--- config.mk ---
export PLATFORM = sky130hd
export DESIGN_NAME = rle_glyph_bitstream_decoder
export DESIGN_NICKNAME = d
export VERILOG_FILES = /design/src/rgbd_pkg.sv /design/src/rgbd_front.sv /design/src/rgbd_fifo.sv /design/src/rgbd_wrap.sv /design/src/rgbd_back.sv /design/src/rle_glyph_bitstream_decoder.sv
export SDC_FILE = /design/constraint.sdc
export NUM_CORES = 1
export LEC_CHECK = 0
export BUFFER_PORTS_ARGS = -buffer_cell sky130_fd_sc_hd__buf_2
export CORE_ASPECT_RATIO = 1.5
export CORE_UTILIZATION = 32
export CTS_CLUSTER_SIZE = 30
export DETAILED_ROUTE_END_ITERATION = 12
export GPL_TIMING_DRIVEN = 0
export PLACE_DENSITY = 0.54
export SLEW_MARGIN = 20
export SYNTH_ARGS = -nofsm -noshare
export SYNTH_HDL_FRONTEND = slang
export SYNTH_SLANG_ARGS = --single-unit
--- constraint.sdc ---
create_clock -name clk -period 14.4 [get_ports clk]
set_input_delay 2.16 -clock clk [delete_from_list [all_inputs] [get_ports clk]]
set_output_delay 2.16 -clock clk [all_outputs]
set_load 0.01 [all_outputs]
--- src/rgbd_pkg.sv ---
// shared types, constants and codes of the run-length glyph decoder
package rgbd_pkg;

  // defaults of the top level parameters
  localparam int MAX_FIELD_BITS_DEF = 8;
  localparam int COORD_BITS_DEF     = 16;

  // results that one data byte may produce, more are dropped
  localparam int MAX_RESULTS = 16;

  // depth of the token queue between front and back
  localparam int FIFO_DEPTH = 4;

  // configuration port
  localparam int CFG_IDX_W   = 4;
  localparam int CFG_DATA_W  = 4;
  localparam int FIELD_CFG_W = 4;

  // row wrap divider widths
  localparam int WRAP_NUM_W = 9;
  localparam int WRAP_DEN_W = 8;

  // bytes dropped at the head of a record, the flagged one included
  localparam logic [1:0] SKIP_BYTES = 2'd2;

  // register indexes
  localparam logic [CFG_IDX_W-1:0] CFG_ZERO_RUN_BITS = 4'd0;
  localparam logic [CFG_IDX_W-1:0] CFG_ONE_RUN_BITS  = 4'd1;
  localparam logic [CFG_IDX_W-1:0] CFG_WIDTH_BITS    = 4'd2;
  localparam logic [CFG_IDX_W-1:0] CFG_HEIGHT_BITS   = 4'd3;
  localparam logic [CFG_IDX_W-1:0] CFG_XOFF_BITS     = 4'd4;
  localparam logic [CFG_IDX_W-1:0] CFG_YOFF_BITS     = 4'd5;
  localparam logic [CFG_IDX_W-1:0] CFG_ADVANCE_BITS  = 4'd6;
  localparam logic [CFG_IDX_W-1:0] CFG_HINT_MODE     = 4'd7;

  // result kinds
  localparam logic [1:0] KIND_BG  = 2'd0;
  localparam logic [1:0] KIND_FG  = 2'd1;
  localparam logic [1:0] KIND_END = 2'd2;

  typedef enum logic [3:0] {
    PH_W, PH_H, PH_X, PH_Y, PH_D, PH_A, PH_B, PH_REP, PH_DONE
  } phase_t;

  typedef enum logic [2:0] {
    BK_IDLE, BK_RESOLVE, BK_RUN, BK_WRAP, BK_FIN
  } bk_state_t;

  typedef struct packed {
    logic [7:0]  data_byte;
    logic        glyph_start;
    logic [15:0] origin_x;
    logic [15:0] origin_y;
  } in_item_t;

  typedef struct packed {
    logic [1:0]        kind;
    logic [15:0]       box_x;
    logic [15:0]       box_y;
    logic [7:0]        glyph_w;
    logic [7:0]        start_x;
    logic [7:0]        start_y;
    logic [7:0]        run_length;
    logic signed [7:0] advance;
    logic              last;
  } out_item_t;

  typedef struct packed {
    logic [FIELD_CFG_W-1:0] zero_run_bits;
    logic [FIELD_CFG_W-1:0] one_run_bits;
    logic [FIELD_CFG_W-1:0] width_bits;
    logic [FIELD_CFG_W-1:0] height_bits;
    logic [FIELD_CFG_W-1:0] xoff_bits;
    logic [FIELD_CFG_W-1:0] yoff_bits;
    logic [FIELD_CFG_W-1:0] advance_bits;
    logic                   hint_mode;
  } cfg_t;

  localparam cfg_t CFG_RESET = '{
    zero_run_bits: 4'd4,
    one_run_bits:  4'd4,
    width_bits:    4'd5,
    height_bits:   4'd5,
    xoff_bits:     4'd4,
    yoff_bits:     4'd4,
    advance_bits:  4'd5,
    hint_mode:     1'b0
  };

  // queue token: a record start carrying the origin, or one data byte
  typedef struct packed {
    logic        is_start;
    logic [7:0]  data_byte;
    logic [15:0] origin_x;
    logic [15:0] origin_y;
  } tok_t;

  typedef struct packed {
    logic    push;
    tok_t    tok;
  } push_t;

  typedef struct packed {
    logic [WRAP_NUM_W-1:0] rows;
    logic [WRAP_DEN_W-1:0] col;
  } wrap_res_t;

endpackage

--- src/rgbd_front.sv ---
// front end: takes input beats, drops header bytes, queues start and data tokens
module rgbd_front (
  input  logic               clk,
  input  logic               rst_n,
  input  logic               in_valid,
  output logic               in_ready,
  input  rgbd_pkg::in_item_t in_item,
  input  logic               q_full,
  output rgbd_pkg::push_t    q_push
);
  import rgbd_pkg::*;

  logic [1:0] skip_left_r, skip_left_nxt;
  logic       accept;

  assign in_ready = !q_full;
  assign accept   = in_valid && in_ready;

  always_comb begin
    skip_left_nxt          = skip_left_r;
    q_push.push            = 1'b0;
    q_push.tok.is_start    = in_item.glyph_start;
    q_push.tok.data_byte   = in_item.data_byte;
    q_push.tok.origin_x    = in_item.origin_x;
    q_push.tok.origin_y    = in_item.origin_y;
    if (accept) begin
      if (in_item.glyph_start) begin
        // flagged byte is the first skipped one
        q_push.push   = 1'b1;
        skip_left_nxt = SKIP_BYTES - 2'd1;
      end else if (skip_left_r != 2'd0) begin
        skip_left_nxt = skip_left_r - 2'd1;
      end else begin
        q_push.push = 1'b1;
      end
    end
  end

  always_ff @(posedge clk) begin
    if (!rst_n) begin
      skip_left_r <= SKIP_BYTES;
    end else begin
      skip_left_r <= skip_left_nxt;
    end
  end

endmodule

--- src/rgbd_fifo.sv ---
// small token queue between front and back
module rgbd_fifo #(
  parameter int DEPTH = rgbd_pkg::FIFO_DEPTH
) (
  input  logic            clk,
  input  logic            rst_n,
  input  rgbd_pkg::push_t q_push,
  output logic            full,
  input  logic            pop,
  output logic            empty,
  output rgbd_pkg::tok_t  head
);
  import rgbd_pkg::*;

  localparam int PTR_W = (DEPTH > 1) ? $clog2(DEPTH) : 1;
  localparam int CNT_W = $clog2(DEPTH + 1);

  tok_t             mem_r [DEPTH];
  logic [PTR_W-1:0] wr_ptr_r, wr_ptr_nxt;
  logic [PTR_W-1:0] rd_ptr_r, rd_ptr_nxt;
  logic [CNT_W-1:0] cnt_r, cnt_nxt;
  logic             do_push, do_pop;

  assign full    = (cnt_r == CNT_W'(DEPTH));
  assign empty   = (cnt_r == '0);
  assign do_push = q_push.push && !full;
  assign do_pop  = pop && !empty;
  assign head    = mem_r[rd_ptr_r];

  always_comb begin
    wr_ptr_nxt = wr_ptr_r;
    rd_ptr_nxt = rd_ptr_r;
    cnt_nxt    = cnt_r;
    if (do_push) begin
      wr_ptr_nxt = (wr_ptr_r == PTR_W'(DEPTH - 1)) ? '0 : wr_ptr_r + 1'b1;
    end
    if (do_pop) begin
      rd_ptr_nxt = (rd_ptr_r == PTR_W'(DEPTH - 1)) ? '0 : rd_ptr_r + 1'b1;
    end
    if (do_push && !do_pop) begin
      cnt_nxt = cnt_r + 1'b1;
    end else if (do_pop && !do_push) begin
      cnt_nxt = cnt_r - 1'b1;
    end
  end

  always_ff @(posedge clk) begin
    if (!rst_n) begin
      wr_ptr_r <= '0;
      rd_ptr_r <= '0;
      cnt_r    <= '0;
    end else begin
      wr_ptr_r <= wr_ptr_nxt;
      rd_ptr_r <= rd_ptr_nxt;
      cnt_r    <= cnt_nxt;
    end
  end

  always_ff @(posedge clk) begin
    if (do_push) begin
      mem_r[wr_ptr_r] <= q_push.tok;
    end
  end

  a_cnt_bound: assert property (@(posedge clk) disable iff (!rst_n)
    cnt_r <= CNT_W'(DEPTH))
    else $error("token queue count past depth");

endmodule

--- src/rgbd_wrap.sv ---
// iterative row wrap: quotient and remainder of column sum by glyph width
module rgbd_wrap (
  input  logic                                clk,
  input  logic                                rst_n,
  input  logic                                start,
  input  logic [rgbd_pkg::WRAP_NUM_W-1:0]     num,
  input  logic [rgbd_pkg::WRAP_DEN_W-1:0]     den,
  output logic                                done,
  output rgbd_pkg::wrap_res_t                 res
);
  import rgbd_pkg::*;

  logic                  busy_r, busy_nxt;
  logic                  done_r, done_nxt;
  logic [3:0]            cnt_r, cnt_nxt;
  logic [WRAP_DEN_W-1:0] den_r, den_nxt;
  logic [WRAP_DEN_W-1:0] rem_r, rem_nxt;
  logic [WRAP_NUM_W-1:0] quo_r, quo_nxt;
  logic [WRAP_NUM_W-1:0] r2;
  logic                  ge;

  assign done     = done_r;
  assign res.rows = quo_r;
  assign res.col  = rem_r;

  always_comb begin
    busy_nxt = busy_r;
    done_nxt = 1'b0;
    cnt_nxt  = cnt_r;
    den_nxt  = den_r;
    rem_nxt  = rem_r;
    quo_nxt  = quo_r;
    r2       = {rem_r, quo_r[WRAP_NUM_W-1]};
    ge       = (r2 >= {1'b0, den_r});
    if (start) begin
      den_nxt = den;
      if (num < {1'b0, den}) begin
        // stays in the row
        rem_nxt  = WRAP_DEN_W'(num);
        quo_nxt  = '0;
        done_nxt = 1'b1;
      end else begin
        rem_nxt  = '0;
        quo_nxt  = num;
        cnt_nxt  = 4'(WRAP_NUM_W);
        busy_nxt = 1'b1;
      end
    end else if (busy_r) begin
      // one quotient bit a cycle, restoring
      quo_nxt = {quo_r[WRAP_NUM_W-2:0], ge};
      rem_nxt = ge ? WRAP_DEN_W'(r2 - {1'b0, den_r}) : WRAP_DEN_W'(r2);
      cnt_nxt = cnt_r - 4'd1;
      if (cnt_r == 4'd1) begin
        busy_nxt = 1'b0;
        done_nxt = 1'b1;
      end
    end
  end

  always_ff @(posedge clk) begin
    if (!rst_n) begin
      busy_r <= 1'b0;
      done_r <= 1'b0;
      cnt_r  <= '0;
    end else begin
      busy_r <= busy_nxt;
      done_r <= done_nxt;
      cnt_r  <= cnt_nxt;
    end
  end

  always_ff @(posedge clk) begin
    den_r <= den_nxt;
    rem_r <= rem_nxt;
    quo_r <= quo_nxt;
  end

endmodule

--- src/rgbd_back.sv ---
// back end: bit reader, header fields, run pairs and the result register
module rgbd_back #(
  parameter int MAX_FIELD_BITS = rgbd_pkg::MAX_FIELD_BITS_DEF,
  parameter int COORD_BITS     = rgbd_pkg::COORD_BITS_DEF
) (
  input  logic                clk,
  input  logic                rst_n,
  input  rgbd_pkg::cfg_t      cfg,
  input  logic                q_empty,
  input  rgbd_pkg::tok_t      q_head,
  output logic                q_pop,
  output logic                out_valid,
  input  logic                out_ready,
  output rgbd_pkg::out_item_t out_item
);
  import rgbd_pkg::*;

  localparam int FILL_W = $clog2(MAX_FIELD_BITS + 1);
  localparam int CNT_W  = $clog2(MAX_RESULTS + 1);

  bk_state_t                state_r, state_nxt;
  phase_t                   phase_r, phase_nxt;
  logic [MAX_FIELD_BITS-1:0] accum_r, accum_nxt;
  logic [FILL_W-1:0]        fill_r, fill_nxt;
  logic [7:0]               zero_run_r, zero_run_nxt;
  logic [7:0]               one_run_r, one_run_nxt;
  logic [7:0]               pos_x_r, pos_x_nxt;
  logic [7:0]               pos_y_r, pos_y_nxt;
  logic [7:0]               width_r, width_nxt;
  logic [7:0]               height_r, height_nxt;
  logic [7:0]               adv_r, adv_nxt;
  logic [COORD_BITS-1:0]    box_x_r, box_x_nxt;
  logic [COORD_BITS-1:0]    box_y_r, box_y_nxt;
  logic [7:0]               byte_r, byte_nxt;
  logic [3:0]               bit_idx_r, bit_idx_nxt;
  logic [CNT_W-1:0]         res_cnt_r, res_cnt_nxt;
  logic                     run_fg_r, run_fg_nxt;
  logic [7:0]               run_len_r, run_len_nxt;
  logic                     rep_pend_r, rep_pend_nxt;
  logic                     out_valid_r, out_valid_nxt;
  out_item_t                out_item_r, out_item_nxt;

  logic [FIELD_CFG_W-1:0]    need_raw;
  logic [FILL_W-1:0]         need;
  logic [MAX_FIELD_BITS-1:0] fmask;
  logic [7:0]                half8, v8, off8;
  logic                      out_free, room, run_live, run_show;
  logic [9:0]                row_sum;
  out_item_t                 emit_item;

  logic                  wr_start, wr_done;
  logic [WRAP_NUM_W-1:0] wr_num;
  wrap_res_t             wr_res;

  rgbd_wrap u_wrap (
    .clk   (clk),
    .rst_n (rst_n),
    .start (wr_start),
    .num   (wr_num),
    .den   (width_r),
    .done  (wr_done),
    .res   (wr_res)
  );

  assign out_valid = out_valid_r;
  assign out_item  = out_item_r;
  assign out_free  = !out_valid_r || out_ready;
  assign room      = res_cnt_r < CNT_W'(MAX_RESULTS);
  assign run_live  = (run_len_r != 8'd0) && (width_r != 8'd0);
  assign run_show  = run_fg_r || cfg.hint_mode;
  assign wr_num    = WRAP_NUM_W'(pos_x_r) + WRAP_NUM_W'(run_len_r);
  assign row_sum   = 10'(pos_y_r) + 10'(wr_res.rows);

  // field width of the current phase, clamped
  always_comb begin
    case (phase_r)
      PH_W:    need_raw = cfg.width_bits;
      PH_H:    need_raw = cfg.height_bits;
      PH_X:    need_raw = cfg.xoff_bits;
      PH_Y:    need_raw = cfg.yoff_bits;
      PH_D:    need_raw = cfg.advance_bits;
      PH_A:    need_raw = cfg.zero_run_bits;
      PH_B:    need_raw = cfg.one_run_bits;
      default: need_raw = FIELD_CFG_W'(1);
    endcase
    need = (need_raw > FIELD_CFG_W'(MAX_FIELD_BITS)) ? FILL_W'(MAX_FIELD_BITS)
                                                      : FILL_W'(need_raw);
    for (int k = 0; k < MAX_FIELD_BITS; k++) begin
      fmask[k] = (k < int'(need));
    end
    for (int k = 0; k < 8; k++) begin
      half8[k] = (int'(need) == k + 1);
    end
    v8   = 8'(accum_r & fmask);
    off8 = v8 - half8;
  end

  always_comb begin
    emit_item.box_x   = 16'(box_x_r);
    emit_item.box_y   = 16'(box_y_r);
    emit_item.glyph_w = width_r;
    if (state_r == BK_FIN) begin
      emit_item.kind       = KIND_END;
      emit_item.start_x    = 8'd0;
      emit_item.start_y    = 8'd0;
      emit_item.run_length = 8'd0;
      emit_item.advance    = adv_r;
      emit_item.last       = 1'b1;
    end else begin
      emit_item.kind       = run_fg_r ? KIND_FG : KIND_BG;
      emit_item.start_x    = pos_x_r;
      emit_item.start_y    = pos_y_r;
      emit_item.run_length = run_len_r;
      emit_item.advance    = 8'sd0;
      emit_item.last       = 1'b0;
    end
  end

  always_comb begin
    state_nxt     = state_r;
    phase_nxt     = phase_r;
    accum_nxt     = accum_r;
    fill_nxt      = fill_r;
    zero_run_nxt  = zero_run_r;
    one_run_nxt   = one_run_r;
    pos_x_nxt     = pos_x_r;
    pos_y_nxt     = pos_y_r;
    width_nxt     = width_r;
    height_nxt    = height_r;
    adv_nxt       = adv_r;
    box_x_nxt     = box_x_r;
    box_y_nxt     = box_y_r;
    byte_nxt      = byte_r;
    bit_idx_nxt   = bit_idx_r;
    res_cnt_nxt   = res_cnt_r;
    run_fg_nxt    = run_fg_r;
    run_len_nxt   = run_len_r;
    rep_pend_nxt  = rep_pend_r;
    out_valid_nxt = out_valid_r && !out_ready;
    out_item_nxt  = out_item_r;
    q_pop         = 1'b0;
    wr_start      = 1'b0;

    case (state_r)
      BK_IDLE: begin
        if (!q_empty) begin
          q_pop = 1'b1;
          if (q_head.is_start) begin
            box_x_nxt = COORD_BITS'(q_head.origin_x);
            box_y_nxt = COORD_BITS'(q_head.origin_y);
            phase_nxt = PH_W;
            accum_nxt = '0;
            fill_nxt  = '0;
          end else begin
            byte_nxt    = q_head.data_byte;
            bit_idx_nxt = 4'd0;
            res_cnt_nxt = '0;
            state_nxt   = BK_RESOLVE;
          end
        end
      end

      BK_RESOLVE: begin
        if (phase_r == PH_DONE) begin
          state_nxt = BK_IDLE;
        end else if (fill_r < need) begin
          if (bit_idx_r == 4'd8) begin
            state_nxt = BK_IDLE;
          end else begin
            for (int k = 0; k < MAX_FIELD_BITS; k++) begin
              if (int'(fill_r) == k) begin
                accum_nxt[k] = byte_r[bit_idx_r[2:0]];
              end
            end
            fill_nxt    = fill_r + 1'b1;
            bit_idx_nxt = bit_idx_r + 4'd1;
          end
        end else begin
          accum_nxt = '0;
          fill_nxt  = '0;
          case (phase_r)
            PH_W: begin
              width_nxt = v8;
              phase_nxt = PH_H;
            end
            PH_H: begin
              height_nxt = v8;
              box_y_nxt  = box_y_r - COORD_BITS'(v8);
              phase_nxt  = PH_X;
            end
            PH_X: begin
              box_x_nxt = box_x_r + COORD_BITS'(v8) - COORD_BITS'(half8);
              phase_nxt = PH_Y;
            end
            PH_Y: begin
              box_y_nxt = box_y_r - COORD_BITS'(v8) + COORD_BITS'(half8);
              phase_nxt = PH_D;
            end
            PH_D: begin
              adv_nxt   = off8;
              pos_x_nxt = 8'd0;
              pos_y_nxt = 8'd0;
              if (width_r == 8'd0) begin
                phase_nxt = PH_DONE;
                state_nxt = BK_FIN;
              end else begin
                phase_nxt = PH_A;
              end
            end
            PH_A: begin
              zero_run_nxt = v8;
              run_fg_nxt   = 1'b0;
              run_len_nxt  = v8;
              phase_nxt    = PH_B;
              state_nxt    = BK_RUN;
            end
            PH_B: begin
              one_run_nxt = v8;
              run_fg_nxt  = 1'b1;
              run_len_nxt = v8;
              phase_nxt   = PH_REP;
              state_nxt   = BK_RUN;
            end
            PH_REP: begin
              if (v8 != 8'd0) begin
                // replay the pair, foreground run queued behind
                run_fg_nxt   = 1'b0;
                run_len_nxt  = zero_run_r;
                rep_pend_nxt = 1'b1;
                state_nxt    = BK_RUN;
              end else if (pos_y_r >= height_r) begin
                phase_nxt = PH_DONE;
                state_nxt = BK_FIN;
              end else begin
                phase_nxt = PH_A;
              end
            end
            default: state_nxt = BK_IDLE;
          endcase
        end
      end

      BK_RUN: begin
        if (!run_live) begin
          if (rep_pend_r) begin
            run_fg_nxt   = 1'b1;
            run_len_nxt  = one_run_r;
            rep_pend_nxt = 1'b0;
          end else begin
            state_nxt = BK_RESOLVE;
          end
        end else if (!(run_show && room && !out_free)) begin
          if (run_show && room) begin
            out_valid_nxt = 1'b1;
            out_item_nxt  = emit_item;
            res_cnt_nxt   = res_cnt_r + 1'b1;
          end
          wr_start  = 1'b1;
          state_nxt = BK_WRAP;
        end
      end

      BK_WRAP: begin
        if (wr_done) begin
          pos_x_nxt = wr_res.col;
          pos_y_nxt = (row_sum > 10'd255) ? 8'd255 : row_sum[7:0];
          if (rep_pend_r) begin
            run_fg_nxt   = 1'b1;
            run_len_nxt  = one_run_r;
            rep_pend_nxt = 1'b0;
            state_nxt    = BK_RUN;
          end else begin
            state_nxt = BK_RESOLVE;
          end
        end
      end

      BK_FIN: begin
        if (!room) begin
          state_nxt = BK_IDLE;
        end else if (out_free) begin
          out_valid_nxt = 1'b1;
          out_item_nxt  = emit_item;
          res_cnt_nxt   = res_cnt_r + 1'b1;
          state_nxt     = BK_IDLE;
        end
      end

      default: state_nxt = BK_IDLE;
    endcase
  end

  always_ff @(posedge clk) begin
    if (!rst_n) begin
      state_r     <= BK_IDLE;
      phase_r     <= PH_W;
      accum_r     <= '0;
      fill_r      <= '0;
      zero_run_r  <= '0;
      one_run_r   <= '0;
      pos_x_r     <= '0;
      pos_y_r     <= '0;
      width_r     <= '0;
      height_r    <= '0;
      adv_r       <= '0;
      box_x_r     <= '0;
      box_y_r     <= '0;
      bit_idx_r   <= '0;
      res_cnt_r   <= '0;
      rep_pend_r  <= 1'b0;
      out_valid_r <= 1'b0;
    end else begin
      state_r     <= state_nxt;
      phase_r     <= phase_nxt;
      accum_r     <= accum_nxt;
      fill_r      <= fill_nxt;
      zero_run_r  <= zero_run_nxt;
      one_run_r   <= one_run_nxt;
      pos_x_r     <= pos_x_nxt;
      pos_y_r     <= pos_y_nxt;
      width_r     <= width_nxt;
      height_r    <= height_nxt;
      adv_r       <= adv_nxt;
      box_x_r     <= box_x_nxt;
      box_y_r     <= box_y_nxt;
      bit_idx_r   <= bit_idx_nxt;
      res_cnt_r   <= res_cnt_nxt;
      rep_pend_r  <= rep_pend_nxt;
      out_valid_r <= out_valid_nxt;
    end
  end

  always_ff @(posedge clk) begin
    byte_r     <= byte_nxt;
    run_fg_r   <= run_fg_nxt;
    run_len_r  <= run_len_nxt;
    out_item_r <= out_item_nxt;
  end

  a_res_cnt: assert property (@(posedge clk) disable iff (!rst_n)
    res_cnt_r <= CNT_W'(MAX_RESULTS))
    else $error("result count past limit");

  a_run_phase: assert property (@(posedge clk) disable iff (!rst_n)
    (state_r == BK_RUN || state_r == BK_WRAP) |-> (phase_r == PH_B || phase_r == PH_REP))
    else $error("run handled outside run phases");

  a_col_in_row: assert property (@(posedge clk) disable iff (!rst_n)
    (state_r == BK_RESOLVE && (phase_r == PH_A || phase_r == PH_B || phase_r == PH_REP))
      |-> (pos_x_r < width_r))
    else $error("column not inside glyph width");

  a_wrap_done: assert property (@(posedge clk) disable iff (!rst_n)
    wr_done |-> (state_r == BK_WRAP))
    else $error("row wrap finished with nobody waiting");

endmodule

--- src/rle_glyph_bitstream_decoder.sv ---
// top level of the run-length glyph bitmap decoder
//
// in channel: one record byte per beat (in_valid/in_ready). the beat with
// glyph_start set carries the origin and is dropped together with the beat
// after it; later beats feed an lsb-first bit reader. the front end takes a
// beat every cycle while the four-entry token queue has room.
// out channel: one run or glyph end per beat (out_valid/out_ready), through
// a single output register that can be refilled in the cycle it is taken.
// cfg channel: field widths and hint mode, index 0..7, always ready; write
// only while the decoder is idle.
// back end work per data byte: the bits are taken in one at a time, each
// field is completed, and every emitted or skipped run goes to the row wrap,
// which skips the division when the run stays in its row and divides bit by
// bit when it crosses a row; then the end beat. dropped header beats never
// reach the back end. a run's out beat is loaded into the output register
// from the run state once its field completes, waiting while that is full.
// reset: registers back to defaults, origin and header state cleared, the
// next two beats are dropped as a header when no glyph start comes.
// a stalled receiver holds the output register, the back end waits, the
// queue fills and in_ready falls.
module rle_glyph_bitstream_decoder #(
  parameter int MAX_FIELD_BITS = rgbd_pkg::MAX_FIELD_BITS_DEF,
  parameter int COORD_BITS     = rgbd_pkg::COORD_BITS_DEF
) (
  input  logic                              clk,
  input  logic                              rst_n,
  input  logic                              in_valid,
  output logic                              in_ready,
  input  rgbd_pkg::in_item_t                in_item,
  output logic                              out_valid,
  input  logic                              out_ready,
  output rgbd_pkg::out_item_t               out_item,
  input  logic                              cfg_valid,
  output logic                              cfg_ready,
  input  logic [rgbd_pkg::CFG_IDX_W-1:0]    cfg_index,
  input  logic [rgbd_pkg::CFG_DATA_W-1:0]   cfg_data
);
  import rgbd_pkg::*;

  cfg_t  cfg_r, cfg_nxt;
  push_t q_push;
  logic  q_full, q_empty, q_pop;
  tok_t  q_head;

  // register file: writes to unused indexes are ignored
  assign cfg_ready = 1'b1;

  always_comb begin
    cfg_nxt = cfg_r;
    if (cfg_valid && cfg_ready) begin
      case (cfg_index)
        CFG_ZERO_RUN_BITS: cfg_nxt.zero_run_bits = cfg_data;
        CFG_ONE_RUN_BITS:  cfg_nxt.one_run_bits  = cfg_data;
        CFG_WIDTH_BITS:    cfg_nxt.width_bits    = cfg_data;
        CFG_HEIGHT_BITS:   cfg_nxt.height_bits   = cfg_data;
        CFG_XOFF_BITS:     cfg_nxt.xoff_bits     = cfg_data;
        CFG_YOFF_BITS:     cfg_nxt.yoff_bits     = cfg_data;
        CFG_ADVANCE_BITS:  cfg_nxt.advance_bits  = cfg_data;
        CFG_HINT_MODE:     cfg_nxt.hint_mode     = cfg_data[0];
        default:           cfg_nxt = cfg_r;
      endcase
    end
  end

  always_ff @(posedge clk) begin
    if (!rst_n) begin
      cfg_r <= CFG_RESET;
    end else begin
      cfg_r <= cfg_nxt;
    end
  end

  // front: classify beats into start and data tokens
  rgbd_front u_front (
    .clk      (clk),
    .rst_n    (rst_n),
    .in_valid (in_valid),
    .in_ready (in_ready),
    .in_item  (in_item),
    .q_full   (q_full),
    .q_push   (q_push)
  );

  // queue decouples input stalls from decode stalls
  rgbd_fifo #(
    .DEPTH (FIFO_DEPTH)
  ) u_fifo (
    .clk    (clk),
    .rst_n  (rst_n),
    .q_push (q_push),
    .full   (q_full),
    .pop    (q_pop),
    .empty  (q_empty),
    .head   (q_head)
  );

  // back: bit reader, header decode, runs with row wrap, output register
  rgbd_back #(
    .MAX_FIELD_BITS (MAX_FIELD_BITS),
    .COORD_BITS     (COORD_BITS)
  ) u_back (
    .clk       (clk),
    .rst_n     (rst_n),
    .cfg       (cfg_r),
    .q_empty   (q_empty),
    .q_head    (q_head),
    .q_pop     (q_pop),
    .out_valid (out_valid),
    .out_ready (out_ready),
    .out_item  (out_item)
  );

endmodule

==> run metrics <==
# H-tree levels 2; type of origin of the critical path flip-flop; CTS tree yes; Final Power 4.097 mW; Final Hold Viols 0; Hold Slack 0.4524 ns; Slew @ Worst Pin 1.010 ns; Detailed Routing Iterations Pass 1 5; # DRC 0; WL final 61490 um; final worst-path setup slack 8.191 ns; Fin Setup TNS 0 ns; final setup vio count 0; Die Y 319.4 um; initial detailed-routing violation count 825; Root Driver clkbuf_16; Pins Over Slew Limit 0; clock buffer depth 3; maximum vdd drop 0.0001125 V; Maximum Capacitance Violations 0; Setup Crit Path Kind reg -> reg; Layout Nets 2228; top_reg_cell synth edfxtp_1; post-CTS setup buffers 0; vias in the first global route 15640; Synth Instances 1888; Distinct cells, synth 90; input/output buffers 127; Clock Pin Slew Worst Setup and Hold Paths 0.06 ns; Final Cycle Share 0.4312; Post-synth ARST share 0; antenna diode count 0; DR vias 15270; cell with the most instances after synthesis edfxtp_1; EDFF count, synth 280; CP Data Arrival Time 6.67 ns; Syn Nets 2052; crit-path max FO 10; FMAX 161.1 MHz; Final Critical Period 6.209 ns; worst path required time 14.86 ns; slew margin rel. 0.3255; gr usage total 0.1825; synthesized area 21490 um2; Yosys reg bits 444; Filler Cells Inserted 6545; Starting Density 0.3226; status finished clean; antenna violations before repair 2; syn_area_per_cell 11.38 um2; first-pass GRT wire length 93480 um; worst-skew pair later-pin latency 0.60 ns; kind of end point of the critical path flip-flop; die area 68220 um2; Area Growth Syn to Fin 15.21%; sequential element share of the synthesized area 0.5440; RePlAce Congestion 0.8916; min-delay worst type reg -> reg; PwrDens 165.4 nW/um2; largest area contributor in the synthesized netlist edfxtp_1; core area 66620 um2; die width 213.6 um; drt wl/cell 20.59 um; largest net degree at the start of global routing 42; GRT overflow 0; Post-DP HPWL 46150 um; leakage 9.505 nW; top post-synthesis cells by area edfxtp_1 39%, dfxtp_1 15%, ha_1 5.7%; clock tree sinks 444; # hold bufs at CTS 0; multi-input logic area 9051 um2; row cnt 116; Final Util 0.3717; layout cells sized above 1 0.1352; clk_skew 0.02482 ns; Routed Antenna Nets 0; post-synth top area share 0.3912; Ys Warns 0; # IOs 132; cts bufs inserted 46; unrepaired setup endpoints after global routing false; Gates resized, CTS repair 0; post-place setup slack 8.221 ns; drt via density 5.115; Post-synth top cells 280 x edfxtp_1, 170 x nor2_1, 168 x nand2_1; register area 11690 um2
final cells by class:
| cell class | instances | area share |
|---|---|---|
| repair buffers | 128 | 0.02678 |
| flip-flops and latches | 444 | 0.4722 |
| multi-input cells | 1246 | 0.3655 |
| clock inverters | 18 | 0.008540 |
| well taps | 885 | 0.04472 |
| plain buffers | 92 | 0.01526 |
| clock buffers | 67 | 0.05088 |
| inverters | 106 | 0.01612 |
final timing paths:
kind | slack, ns | cells after the start | endpoint | start
max | 8.19 | 23 | u_back.box_y_r[15] | u_back.phase_r[2]
min | 0.45 | 2 | u_back.adv_r[4] | u_back.adv_r[4]
max reg2reg | 8.19 | 23 | u_back.box_y_r[15] | u_back.phase_r[2]
min reg2reg | 0.45 | 2 | u_back.adv_r[4] | u_back.adv_r[4]
critical path, stage by stage (launching register included):
cell and delay [ns]:
dfxtp_1 0.32, buf_6 0.15, buf_2 0.22, buf_1 0.38, nand3b_1 0.12, a21oi_1 0.30
a22oi_2 0.22, o211ai_2 0.14, and2_1 0.15, clkbuf_1 0.46, inv_1 0.32, ha_1 0.36
nor2b_1 0.14, o31a_1 0.28, a21oi_1 0.22, ha_1 0.31, o21a_1 0.13, a211oi_1 0.31
o21bai_1 0.16, a211o_1 0.35, and4_1 0.25, a2111oi_0 0.48, or4_1 0.19, o2111ai_1 0.10
layer usage:
metal / up-vias / share of wire / wire, um / track usage
met5: - / 0.00047 / 29 / 0
met4: 4 / 0.046 / 2836 / 0.08175
met3: 128 / 0.038 / 2363 / 0.02511
met2: 372 / 0.53 / 32420 / 0.3398
met1: 7472 / 0.39 / 23840 / 0.2016
li1: 7297 / - / - / -
flip-flops by register name, summed over array words and instances (netlist names), 8 cells and up, named ones only:
| name | count |
|---|---|
| cfg_r | 29 |
| u_back.adv_r | 8 |
| u_back.out_item | 74 |
| u_back.width_r | 8 |
| u_back.u_wrap.rem_r | 8 |
| u_back.u_wrap.quo_r | 9 |
| u_back.pos_x_r | 8 |
| u_back.run_len_r | 8 |
| u_back.accum_r | 8 |
| u_back.one_run_r | 8 |
| u_back.box_y_r | 16 |
| u_back.zero_run_r | 8 |
| u_back.byte_r | 8 |
| u_back.box_x_r | 16 |
| u_fifo.mem_r | 164 |
| u_back.pos_y_r | 8 |
| u_back.u_wrap.den_r | 8 |
| u_back.height_r | 8 |
power by group:
part / switching, mW / internal (mW) / total (mW)
combinational: 0.834 / 0.544 / 1.38
clock: 0.518 / 0.668 / 1.19
sequential: 0.0760 / 1.46 / 1.53
stage by stage:
stage | instances | instance area, um2
after floorplan | 1888 | 21490
after global placement | 2900 | 23230
after detailed placement | 2901 | 23290
after CTS | 2986 | 24760
after global routing | 2986 | 24760
final | 2986 | 24760
layout by cell type (no fill, tap or decap), types with 43 or more instances in the layout:
cell / instances
a21oi_1: 109
buf_2: 132
clkbuf_1: 90
clkbuf_16: 46
dfxtp_1: 164
edfxtp_1: 280
ha_1: 98
inv_1: 102
mux2i_1: 78
mux4_2: 43
nand2_1: 168
nand3_1: 43
nor2_1: 170
o21ai_0: 61
kinds of logic after synthesis:
group           after synthesis  share of synthesized area
flops                       444                     0.5440
other cells                   1                  0.0001745
compound gates              375                     0.1180
simple gates                583                     0.1282
fa+ha+maj                   110                    0.06823
mux                         127                    0.08488
buf+inv                     198                    0.03615
xor+xnor                     50                    0.02038
(Power assumes the default switching activity.)
